==> config.mk <==
export PLATFORM = sky130hd
export DESIGN_NAME = noise_bandpass_biquad
export DESIGN_NICKNAME = d
export VERILOG_FILES = /design/src/nbb_pkg.sv /design/src/noise_bandpass_biquad.sv /design/src/nbb_mul_unit.sv
export SDC_FILE = /design/constraint.sdc
export NUM_CORES = 2
export LEC_CHECK = 0
export BUFFER_PORTS_ARGS = -buffer_cell sky130_fd_sc_hd__buf_2
export CAP_MARGIN = 20
export CORE_MARGIN = 2
export CORE_UTILIZATION = 40
export DETAILED_ROUTE_END_ITERATION = 10
export GPL_ROUTABILITY_DRIVEN = 1
export PLACE_DENSITY = 0.61
export SYNTH_ARGS = -nofsm -noshare
export SYNTH_HDL_FRONTEND = slang
export SYNTH_SLANG_ARGS = --single-unit
export TNS_END_PERCENT = 5
==> constraint.sdc <==
create_clock -name aclk -period 26.8 [get_ports aclk]
set_clock_uncertainty 0.15 [all_clocks]
set_input_delay 1.34 -clock aclk [delete_from_list [all_inputs] [get_ports aclk]]
set_output_delay 1.34 -clock aclk [all_outputs]
set_load 0.01 [all_outputs]
==> src/nbb_pkg.sv <==
// ----------------------------------------------------------------------------
// nbb_pkg: shared definitions for the noise bandpass biquad
// Widths, register indexes, sequencer states and the control bundle that
// drives the shared multiply and round unit.
// ----------------------------------------------------------------------------
package nbb_pkg;

    localparam int SAMPLE_BITS_DEF     = 24;
    localparam int COEFF_FRAC_BITS_DEF = 30;

    localparam int COEF_W  = 32;              // widest coefficient operand
    localparam int STATE_W = 40;              // delay line word
    localparam int SPLIT_W = 20;              // low half of a split state word
    localparam int FULL_W  = COEF_W + STATE_W; // full coefficient x state product
    localparam int FX_W    = 32;              // b0 * x after rounding

    localparam int B0_W   = 30;
    localparam int A1_W   = 32;
    localparam int A2_W   = 31;
    localparam int GAIN_W = 29;

    localparam int CFG_DATA_W = 32;
    localparam int CFG_IDX_W  = 2;

    typedef enum logic [CFG_IDX_W-1:0] {
        CFG_FORWARD,
        CFG_FEEDBACK_ONE,
        CFG_FEEDBACK_TWO,
        CFG_GAIN
    } cfg_idx_t;

    typedef enum logic [3:0] {
        ST_IDLE,
        ST_FX,
        ST_V,
        ST_M1L,
        ST_M1H,
        ST_M2L,
        ST_M2H,
        ST_GL,
        ST_GH,
        ST_OUT
    } state_t;

    typedef enum logic [1:0] {
        COEF_B0,
        COEF_A1,
        COEF_A2,
        COEF_GAIN
    } coef_sel_t;

    typedef enum logic [1:0] {
        DATA_X,
        DATA_VLO,
        DATA_VHI
    } data_sel_t;

    typedef struct packed {
        logic      issue;
        coef_sel_t coef_sel;
        data_sel_t data_sel;
        logic      lo_load;
        logic      v_load;
        logic      d1_load;
        logic      d2_load;
        logic      out_load;
    } seq_ctrl_t;

endpackage

==> src/noise_bandpass_biquad.sv <==
// ----------------------------------------------------------------------------
// noise_bandpass_biquad: constant-skirt bandpass biquad with output gain
// Transposed direct form II filter (b2 = -b0) on a noise excitation stream,
// followed by a gain stage with full-scale saturation and a bound fault flag.
// ----------------------------------------------------------------------------
// A sample is accepted only in the idle state, so a new one is not taken
// before the previous result is loaded into the output register; it is
// taken in the cycle after that load, even while the previous result still
// waits on m_ready. The steps follow the single shared multiplier: b0*x
// takes one pass, v is then formed from it, and each of a1*v, a2*v and
// gain*v takes two passes over the low and high halves of the 40-bit
// state word; the gained output is rounded and saturated as it is loaded.
// If the output register is still full when a result is ready, the
// sequencer holds until it drains. Coefficients are Q2.30 and may be
// written through the cfg_wr_* port while no sample is in flight.
// ----------------------------------------------------------------------------
module noise_bandpass_biquad #(
    parameter int SAMPLE_BITS     = nbb_pkg::SAMPLE_BITS_DEF,
    parameter int COEFF_FRAC_BITS = nbb_pkg::COEFF_FRAC_BITS_DEF
) (
    input  logic                                  aclk,
    input  logic                                  aresetn,

    input  logic                                  cfg_wr_en,
    input  logic [nbb_pkg::CFG_IDX_W-1:0]         cfg_wr_index,
    input  logic [nbb_pkg::CFG_DATA_W-1:0]        cfg_wr_data,

    input  logic                                  s_valid,
    output logic                                  s_ready,
    input  logic signed [SAMPLE_BITS-1:0]         s_excitation_sample,

    output logic                                  m_valid,
    input  logic                                  m_ready,
    output logic signed [SAMPLE_BITS-1:0]         m_filtered_sample,
    output logic                                  m_bound_fault
);
    import nbb_pkg::*;

    localparam int OPB_W = (SAMPLE_BITS > SPLIT_W) ? SAMPLE_BITS : SPLIT_W + 1;
    localparam int M_W   = FULL_W - COEFF_FRAC_BITS;
    localparam int SUM_W = M_W + 1;

    localparam logic signed [SUM_W-1:0] SAT_HI =
        {{(SUM_W - STATE_W + 1){1'b0}}, {(STATE_W - 1){1'b1}}};
    localparam logic signed [SUM_W-1:0] SAT_LO = ~SAT_HI;

    localparam logic signed [M_W-1:0] ONE_S     = M_W'(1) <<< COEFF_FRAC_BITS;
    localparam logic signed [M_W-1:0] NEG_ONE_S = -ONE_S;

    // alignment of the Q2.C gained value to the Q1.(SAMPLE_BITS-1) output
    localparam int SH   = COEFF_FRAC_BITS - (SAMPLE_BITS - 1);
    localparam int RSH  = (SH > 0) ? SH : 1;
    localparam int LSH  = (SH < 0) ? -SH : 0;
    localparam int SS_W = COEFF_FRAC_BITS + 2;
    localparam int RS_W = COEFF_FRAC_BITS + 3;
    localparam int YW   = SAMPLE_BITS + 1;

    localparam logic signed [RS_W-1:0] HALF_R = RS_W'(1) <<< (RSH - 1);

    localparam logic [SAMPLE_BITS-1:0] FS_MAX = {1'b0, {(SAMPLE_BITS - 1){1'b1}}};
    localparam logic [SAMPLE_BITS-1:0] FS_MIN = {1'b1, {(SAMPLE_BITS - 1){1'b0}}};

    // configuration
    logic [B0_W-1:0]          forward_coeff_reg;
    logic signed [A1_W-1:0]   feedback_coeff_one_reg;
    logic signed [A2_W-1:0]   feedback_coeff_two_reg;
    logic [GAIN_W-1:0]        output_gain_reg;

    // sequencer and datapath
    state_t                   state_reg, state_next;
    seq_ctrl_t                ctrl;
    logic signed [SAMPLE_BITS-1:0] x_reg;
    logic signed [FX_W-1:0]   fx_reg;
    logic signed [STATE_W-1:0] v_reg, v_next;
    logic signed [STATE_W-1:0] delay_one_reg, delay_one_next;
    logic signed [STATE_W-1:0] delay_two_reg, delay_two_next;

    logic signed [COEF_W-1:0] coef_op;
    logic signed [OPB_W-1:0]  data_op;
    logic signed [FX_W-1:0]   fx_out;
    logic signed [M_W-1:0]    prod_out;

    // output stage
    logic                     out_free;
    logic                     m_valid_reg, m_valid_next;
    logic [SAMPLE_BITS-1:0]   filtered_sample_reg, filtered_sample_next;
    logic                     bound_fault_reg, bound_fault_next;

    logic                     fault;
    logic signed [SS_W-1:0]   s_small;
    logic signed [RS_W-1:0]   r_sum;
    logic signed [RS_W-1:0]   r_shr;
    logic signed [YW-1:0]     y_wide;
    logic [SAMPLE_BITS-1:0]   y_clamp;

    function automatic logic signed [STATE_W-1:0] sat_state(
        input logic signed [SUM_W-1:0] a
    );
        logic signed [STATE_W-1:0] r;
        priority if (a > SAT_HI) begin
            r = SAT_HI[STATE_W-1:0];
        end else if (a < SAT_LO) begin
            r = SAT_LO[STATE_W-1:0];
        end else begin
            r = a[STATE_W-1:0];
        end
        return r;
    endfunction

    // ------------------------------------------------------------------
    // Configuration registers
    // ------------------------------------------------------------------
    always_ff @(posedge aclk) begin
        if (!aresetn) begin
            forward_coeff_reg      <= '0;
            feedback_coeff_one_reg <= '0;
            feedback_coeff_two_reg <= '0;
            output_gain_reg        <= '0;
        end else if (cfg_wr_en) begin
            unique case (cfg_idx_t'(cfg_wr_index))
                CFG_FORWARD:      forward_coeff_reg      <= cfg_wr_data[B0_W-1:0];
                CFG_FEEDBACK_ONE: feedback_coeff_one_reg <= cfg_wr_data[A1_W-1:0];
                CFG_FEEDBACK_TWO: feedback_coeff_two_reg <= cfg_wr_data[A2_W-1:0];
                CFG_GAIN:         output_gain_reg        <= cfg_wr_data[GAIN_W-1:0];
            endcase
        end
    end

    // ------------------------------------------------------------------
    // Sequencer
    // ------------------------------------------------------------------
    assign out_free = !m_valid_reg || m_ready;
    assign s_ready  = (state_reg == ST_IDLE);

    always_comb begin
        state_next = state_reg;
        unique case (state_reg)
            ST_IDLE: begin
                if (s_valid) begin
                    state_next = ST_FX;
                end
            end
            ST_FX:  state_next = ST_V;
            ST_V:   state_next = ST_M1L;
            ST_M1L: state_next = ST_M1H;
            ST_M1H: state_next = ST_M2L;
            ST_M2L: state_next = ST_M2H;
            ST_M2H: state_next = ST_GL;
            ST_GL:  state_next = ST_GH;
            ST_GH:  state_next = ST_OUT;
            ST_OUT: begin
                if (out_free) begin
                    state_next = ST_IDLE;
                end
            end
            default: state_next = ST_IDLE;
        endcase
    end

    always_comb begin
        ctrl = '{issue: 1'b0, coef_sel: COEF_B0, data_sel: DATA_X, lo_load: 1'b0,
                 v_load: 1'b0, d1_load: 1'b0, d2_load: 1'b0, out_load: 1'b0};
        unique case (state_reg)
            ST_IDLE: ;
            ST_FX: begin
                ctrl.issue = 1'b1;
            end
            ST_V: begin
                ctrl.v_load = 1'b1;
            end
            ST_M1L: begin
                ctrl.issue    = 1'b1;
                ctrl.coef_sel = COEF_A1;
                ctrl.data_sel = DATA_VLO;
            end
            ST_M1H: begin
                ctrl.issue    = 1'b1;
                ctrl.coef_sel = COEF_A1;
                ctrl.data_sel = DATA_VHI;
                ctrl.lo_load  = 1'b1;
            end
            ST_M2L: begin
                ctrl.issue    = 1'b1;
                ctrl.coef_sel = COEF_A2;
                ctrl.data_sel = DATA_VLO;
                ctrl.d1_load  = 1'b1;
            end
            ST_M2H: begin
                ctrl.issue    = 1'b1;
                ctrl.coef_sel = COEF_A2;
                ctrl.data_sel = DATA_VHI;
                ctrl.lo_load  = 1'b1;
            end
            ST_GL: begin
                ctrl.issue    = 1'b1;
                ctrl.coef_sel = COEF_GAIN;
                ctrl.data_sel = DATA_VLO;
                ctrl.d2_load  = 1'b1;
            end
            ST_GH: begin
                ctrl.issue    = 1'b1;
                ctrl.coef_sel = COEF_GAIN;
                ctrl.data_sel = DATA_VHI;
                ctrl.lo_load  = 1'b1;
            end
            ST_OUT: begin
                ctrl.out_load = out_free;
            end
            default: ;
        endcase
    end

    // ------------------------------------------------------------------
    // Operand selection and shared multiplier
    // ------------------------------------------------------------------
    always_comb begin
        unique case (ctrl.coef_sel)
            COEF_B0:   coef_op = COEF_W'($signed({1'b0, forward_coeff_reg}));
            COEF_A1:   coef_op = COEF_W'(feedback_coeff_one_reg);
            COEF_A2:   coef_op = COEF_W'(feedback_coeff_two_reg);
            COEF_GAIN: coef_op = COEF_W'($signed({1'b0, output_gain_reg}));
        endcase
    end

    always_comb begin
        unique case (ctrl.data_sel)
            DATA_X:   data_op = OPB_W'(x_reg);
            DATA_VLO: data_op = OPB_W'($signed({1'b0, v_reg[SPLIT_W-1:0]}));
            DATA_VHI: data_op = OPB_W'($signed(v_reg[STATE_W-1:SPLIT_W]));
            default:  data_op = '0;
        endcase
    end

    nbb_mul_unit #(
        .SAMPLE_BITS     (SAMPLE_BITS),
        .COEFF_FRAC_BITS (COEFF_FRAC_BITS)
    ) u_mul (
        .aclk     (aclk),
        .ctrl     (ctrl),
        .coef_op  (coef_op),
        .data_op  (data_op),
        .fx_out   (fx_out),
        .prod_out (prod_out)
    );

    // ------------------------------------------------------------------
    // Filter state
    // ------------------------------------------------------------------
    always_comb begin
        v_next         = sat_state(SUM_W'(fx_out) + SUM_W'(delay_one_reg));
        delay_one_next = delay_one_reg;
        delay_two_next = delay_two_reg;
        // prod_out holds a1*v here; delay_two is still the old value
        if (ctrl.d1_load) begin
            delay_one_next = sat_state(SUM_W'(delay_two_reg) - SUM_W'(prod_out));
        end
        // the b2 term is the b0 product negated
        if (ctrl.d2_load) begin
            delay_two_next = sat_state(-SUM_W'(fx_reg) - SUM_W'(prod_out));
        end
    end

    always_ff @(posedge aclk) begin
        if (s_valid && s_ready) begin
            x_reg <= s_excitation_sample;
        end
        if (ctrl.v_load) begin
            v_reg  <= v_next;
            fx_reg <= fx_out;
        end
    end

    always_ff @(posedge aclk) begin
        if (!aresetn) begin
            state_reg     <= ST_IDLE;
            delay_one_reg <= '0;
            delay_two_reg <= '0;
        end else begin
            state_reg     <= state_next;
            delay_one_reg <= delay_one_next;
            delay_two_reg <= delay_two_next;
        end
    end

    // ------------------------------------------------------------------
    // Gained output: bound check, alignment and saturation
    // ------------------------------------------------------------------
    always_comb begin
        fault   = (prod_out >= ONE_S) || (prod_out <= NEG_ONE_S);
        // below 1.0 in magnitude the value fits in C+2 bits
        s_small = prod_out[SS_W-1:0];
        r_sum   = RS_W'(s_small) + HALF_R;
        r_shr   = r_sum >>> RSH;
        if (SH > 0) begin
            y_wide = YW'(r_shr);
        end else begin
            y_wide = YW'(s_small) <<< LSH;
        end
        if (y_wide[YW-1] != y_wide[YW-2]) begin
            y_clamp = y_wide[YW-1] ? FS_MIN : FS_MAX;
        end else begin
            y_clamp = y_wide[SAMPLE_BITS-1:0];
        end
    end

    always_comb begin
        m_valid_next         = m_valid_reg && !m_ready;
        filtered_sample_next = filtered_sample_reg;
        bound_fault_next     = bound_fault_reg;
        if (ctrl.out_load) begin
            m_valid_next         = 1'b1;
            bound_fault_next     = fault;
            filtered_sample_next = fault ? (prod_out[M_W-1] ? FS_MIN : FS_MAX) : y_clamp;
        end
    end

    always_ff @(posedge aclk) begin
        if (!aresetn) begin
            m_valid_reg <= 1'b0;
        end else begin
            m_valid_reg <= m_valid_next;
        end
        filtered_sample_reg <= filtered_sample_next;
        bound_fault_reg     <= bound_fault_next;
    end

    assign m_valid           = m_valid_reg;
    assign m_filtered_sample = filtered_sample_reg;
    assign m_bound_fault     = bound_fault_reg;

    // ------------------------------------------------------------------
    // Assertions
    // ------------------------------------------------------------------
    ap_idle_state_stable: assert property (@(posedge aclk) disable iff (!aresetn)
        (state_reg == ST_IDLE) |=> ($stable(delay_one_reg) && $stable(delay_two_reg)))
        else $error("filter state changed while no sample was in flight");

    ap_result_from_seq: assert property (@(posedge aclk) disable iff (!aresetn)
        $rose(m_valid_reg) |-> $past(state_reg == ST_OUT))
        else $error("result appeared outside the output step");

    ap_no_overwrite: assert property (@(posedge aclk) disable iff (!aresetn)
        ctrl.out_load |-> (!m_valid_reg || m_ready))
        else $error("pending result overwritten");

    ap_fault_full_scale: assert property (@(posedge aclk) disable iff (!aresetn)
        (m_valid_reg && bound_fault_reg) |->
            (filtered_sample_reg == FS_MAX || filtered_sample_reg == FS_MIN))
        else $error("bound fault without full-scale output");

endmodule

==> src/nbb_mul_unit.sv <==
// ----------------------------------------------------------------------------
// nbb_mul_unit: shared multiplier with rounding
// One registered signed multiply per cycle while ctrl.issue is set. A
// coefficient times a 40-bit state word is formed from two passes (low and
// high 20-bit halves) that are recombined and rounded to the state format.
// ----------------------------------------------------------------------------
module nbb_mul_unit #(
    parameter int   SAMPLE_BITS     = nbb_pkg::SAMPLE_BITS_DEF,
    parameter int   COEFF_FRAC_BITS = nbb_pkg::COEFF_FRAC_BITS_DEF,
    localparam int  OPB_W = (SAMPLE_BITS > nbb_pkg::SPLIT_W) ? SAMPLE_BITS
                                                             : nbb_pkg::SPLIT_W + 1,
    localparam int  M_W   = nbb_pkg::FULL_W - COEFF_FRAC_BITS
) (
    input  logic                                aclk,
    input  nbb_pkg::seq_ctrl_t                  ctrl,
    input  logic signed [nbb_pkg::COEF_W-1:0]   coef_op,
    input  logic signed [OPB_W-1:0]             data_op,
    output logic signed [nbb_pkg::FX_W-1:0]     fx_out,
    output logic signed [M_W-1:0]               prod_out
);
    import nbb_pkg::*;

    localparam int PROD_W = COEF_W + OPB_W;
    localparam int LO_W   = COEF_W + SPLIT_W + 1;
    localparam int FXS_W  = PROD_W + 1;

    localparam logic signed [FXS_W-1:0]  HALF_X = FXS_W'(1) <<< (SAMPLE_BITS - 2);
    localparam logic signed [FULL_W-1:0] HALF_C = FULL_W'(1) <<< (COEFF_FRAC_BITS - 1);

    logic signed [PROD_W-1:0] prod_reg;
    logic signed [LO_W-1:0]   lo_reg;
    logic signed [FXS_W-1:0]  fx_sum;
    logic signed [FXS_W-1:0]  fx_shr;
    logic signed [FULL_W-1:0] full_sum;
    logic signed [FULL_W-1:0] full_shr;

    always_ff @(posedge aclk) begin
        if (ctrl.issue) begin
            prod_reg <= coef_op * data_op;
        end
        // keep the low-half product while the high half is formed
        if (ctrl.lo_load) begin
            lo_reg <= prod_reg[LO_W-1:0];
        end
    end

    always_comb begin
        fx_sum   = FXS_W'(prod_reg) + HALF_X;
        fx_shr   = fx_sum >>> (SAMPLE_BITS - 1);
        full_sum = (FULL_W'(prod_reg) <<< SPLIT_W) + FULL_W'(lo_reg) + HALF_C;
        full_shr = full_sum >>> COEFF_FRAC_BITS;
    end

    assign fx_out   = fx_shr[FX_W-1:0];
    assign prod_out = full_shr[M_W-1:0];

endmodule

==> run metrics <==
status complete, but fails checks; failing checks slew limit; worst hold margin 0.309 ns; endpoints failing setup 0; Slew headroom -2.35%; routing usage on met3 5.14%; DP Cell Count 7757; post-layout min period 11.33 ns; clock root cell clkbuf_16; initial antenna violation count 3; average wire per standard cell 22.1 microns; Post-Synthesis Cells 6074; placed cell area 0.0564 sq mm; WP data arrival 11.60 ns; Die W 371 microns; Clk pin slew, worst setup/hold paths 0.06 ns; Synth area leaders fa_1 29%, edfxtp_1 12%, ha_1 9.6%, dfxtp_1 7.7%, inv_1 6.4%; final cell count without fillers 7853; total clock sinks 416; clk buf depth 3; die height 371 microns; Max Cap Viol 0; IO Port Bufs 89; LEAKAGE 26.5 nW; drt drc 0; Layout Nets 7299; Max stage delay on crit path 0.71 ns; Hold-fix buffers, CTS 0; RSZ-0062 raised after global routing false; final HPWL from detailed placement 135000 microns; met2 Use GR 40.6%; Clk network pwr share 9.1%; syn nets 7330; DR vias/cell 5.49; Netlist Area Pre-Place 0.0538 sq mm; Fmax achieved 88.3 MHz; core area 0.133 sq mm; final instance area 0.0582 sq mm; ys async rst share 0%; TritonCTS clock tree yes; CP Class register to register; vias in the first global route 44051; Final period util 42.3%; PD cells 140 mW/mm^2; final wirelength 173000 microns; Synth cell types 94; hold-critical path endpoint output_gain_reg[2]; Power Internal 3.67 mW; register share of total power 11.9%; Placer Congestion 0.967; slew of the pin with the lowest slew margin 1.54 ns; IO Pins 90; gr usage total 25.5%; pin count of the biggest net entering global routing 124; grt ovf 0; Rows 134; Die Area 0.137 sq mm; CP most frequent cell fa_1; flop2flop setup slack 15.47 ns; EDFF count, synth 209; max FFs per register 55; CTS-repair resized insts 0; TritonCTS Buffers 50; worst-skew pair later-pin latency 0.68 ns; reg2reg end u_mul.prod_reg[53]; switching share of power 55.0%; worst hold stages 2; Total Power 8.17 mW; register area share after synthesis 19.4%; combinational power share 78.9%; net switching power 4.49 mW; initial core utilization 40.3%; Ant. Diodes 0; peak supply drop 0.000186 V; post-layout util 43.6%; remaining antenna violation count 0; CP max-delay cell buf_4; Post-synth top flop edfxtp_1; Mapped Avg Cell Area 8.86 sq um; Setup WS post-layout 15.47 ns; Startpoint Class register; Place WS 15.54 ns; critical path fanouts, max 86; Setup Buffers After CTS 0; Via Count 43078; largest area contributor in the netlist fa_1; GR peak layer met2; Final TNS setup 0 ns; DRT iter0 DRCs 3998; P&R area growth vs syn 8.15%; CP Data Required Time 27.07 ns; first-pass GRT wire length 268000 microns; Critical Path Sink Type register; share of layout cells above drive strength 1 6.00%; worst hold path type register to register; R2R cell count 32; final hold violations 0; hold path start output_gain_reg[2]; R2R Path Start state_reg[1]; Pre-antenna DRT Iters 8; YS warnings 0; post-synth top area share 28.9%; Slew Viols, Final 3; H-tree Lvls 2; post-synthesis register bit count 416; GR Layer Usage met1 33.8%
[critical path: cells and delay by family (launching register included)]
kind,cells,cell delay [ns]
buffers and inverters,5,1.75
and+or+nand+nor,7,1.79
AOI/OAI and AO/OA,11,2.68
xor gates and xnor gates,1,0.16
adders and majority gates,8,4.01
DFF,1,0.47
[worst max path at each step]
stage                       from                 end  slack, ns
finish              state_reg[1]  u_mul.prod_reg[53]      15.47
global route        state_reg[1]  u_mul.prod_reg[53]      14.95
CTS                 state_reg[1]  u_mul.prod_reg[53]      15.52
detailed placement  state_reg[1]  u_mul.prod_reg[53]      15.54
global placement    state_reg[1]  u_mul.prod_reg[53]      15.68
floorplan           state_reg[1]  u_mul.prod_reg[47]      17.05
[per-layer routing]
layer | wire [microns] | vias up
met5 | 0 | -
met4 | 8200 | 0
met3 | 14000 | 331
met2 | 77800 | 1703
met1 | 73100 | 21294
li1 | - | 19750
[synth_stat cells (50+ instances only)]
library cell / count
inv_1: 913
nand2_1: 839
o21a_1: 64
o21ai_0: 231
ha_1: 415
xor2_1: 69
edfxtp_1: 209
a21boi_0: 134
nor2_1: 556
fa_1: 778
xnor2_1: 177
o21bai_1: 50
clkbuf_1: 258
nand3_1: 60
a21o_1: 102
a21oi_1: 305
dfxtp_1: 207
[layout make-up]
type / instances / area (sq um)
timing repair buffer: 196 / 1270
clock buffer: 61 / 1350
fill: 13151 / 75300
tap: 1768 / 2210
inverter: 915 / 3430
multi-input combinational: 4464 / 39100
sequential: 416 / 10400
clock inverter: 33 / 435
[cells in the final DEF (no fill, tap or decap), types with 64 or more instances in the layout]
| master | n |
|---|---|
| inv_1 | 913 |
| nand2_1 | 839 |
| fa_1 | 778 |
| nor2_1 | 552 |
| ha_1 | 415 |
| a21oi_1 | 294 |
| o21ai_0 | 224 |
| edfxtp_1 | 209 |
| dfxtp_1 | 207 |
| xnor2_1 | 176 |
| a21boi_0 | 134 |
| buf_4 | 107 |
| a21o_1 | 102 |
| buf_2 | 88 |
| xor2_1 | 69 |
| o21a_1 | 64 |
[power groups by stage]
stage	logic [mW]	registers, mW	clock network [mW]
CTS	6.36	0.973	0.759
detailed placement	6.29	0.986	0
global placement	6.25	0.986	0
global route	7.15	0.978	0.785
finish	6.45	0.975	0.746
floorplan	4.48	0.934	0
[cells by family after synthesis]
group	share of synthesized area (%)
AO/OA/AOI/OAI	14.2
XOR/XNOR	4.06
adder cells (fa/ha/maj)	39.3
buffers and inverters	8.39
flip-flops	19.4
multiplexers	0.116
AND/OR/NAND/NOR	14.5
Note: power is estimated with default switching activity, not from simulation.
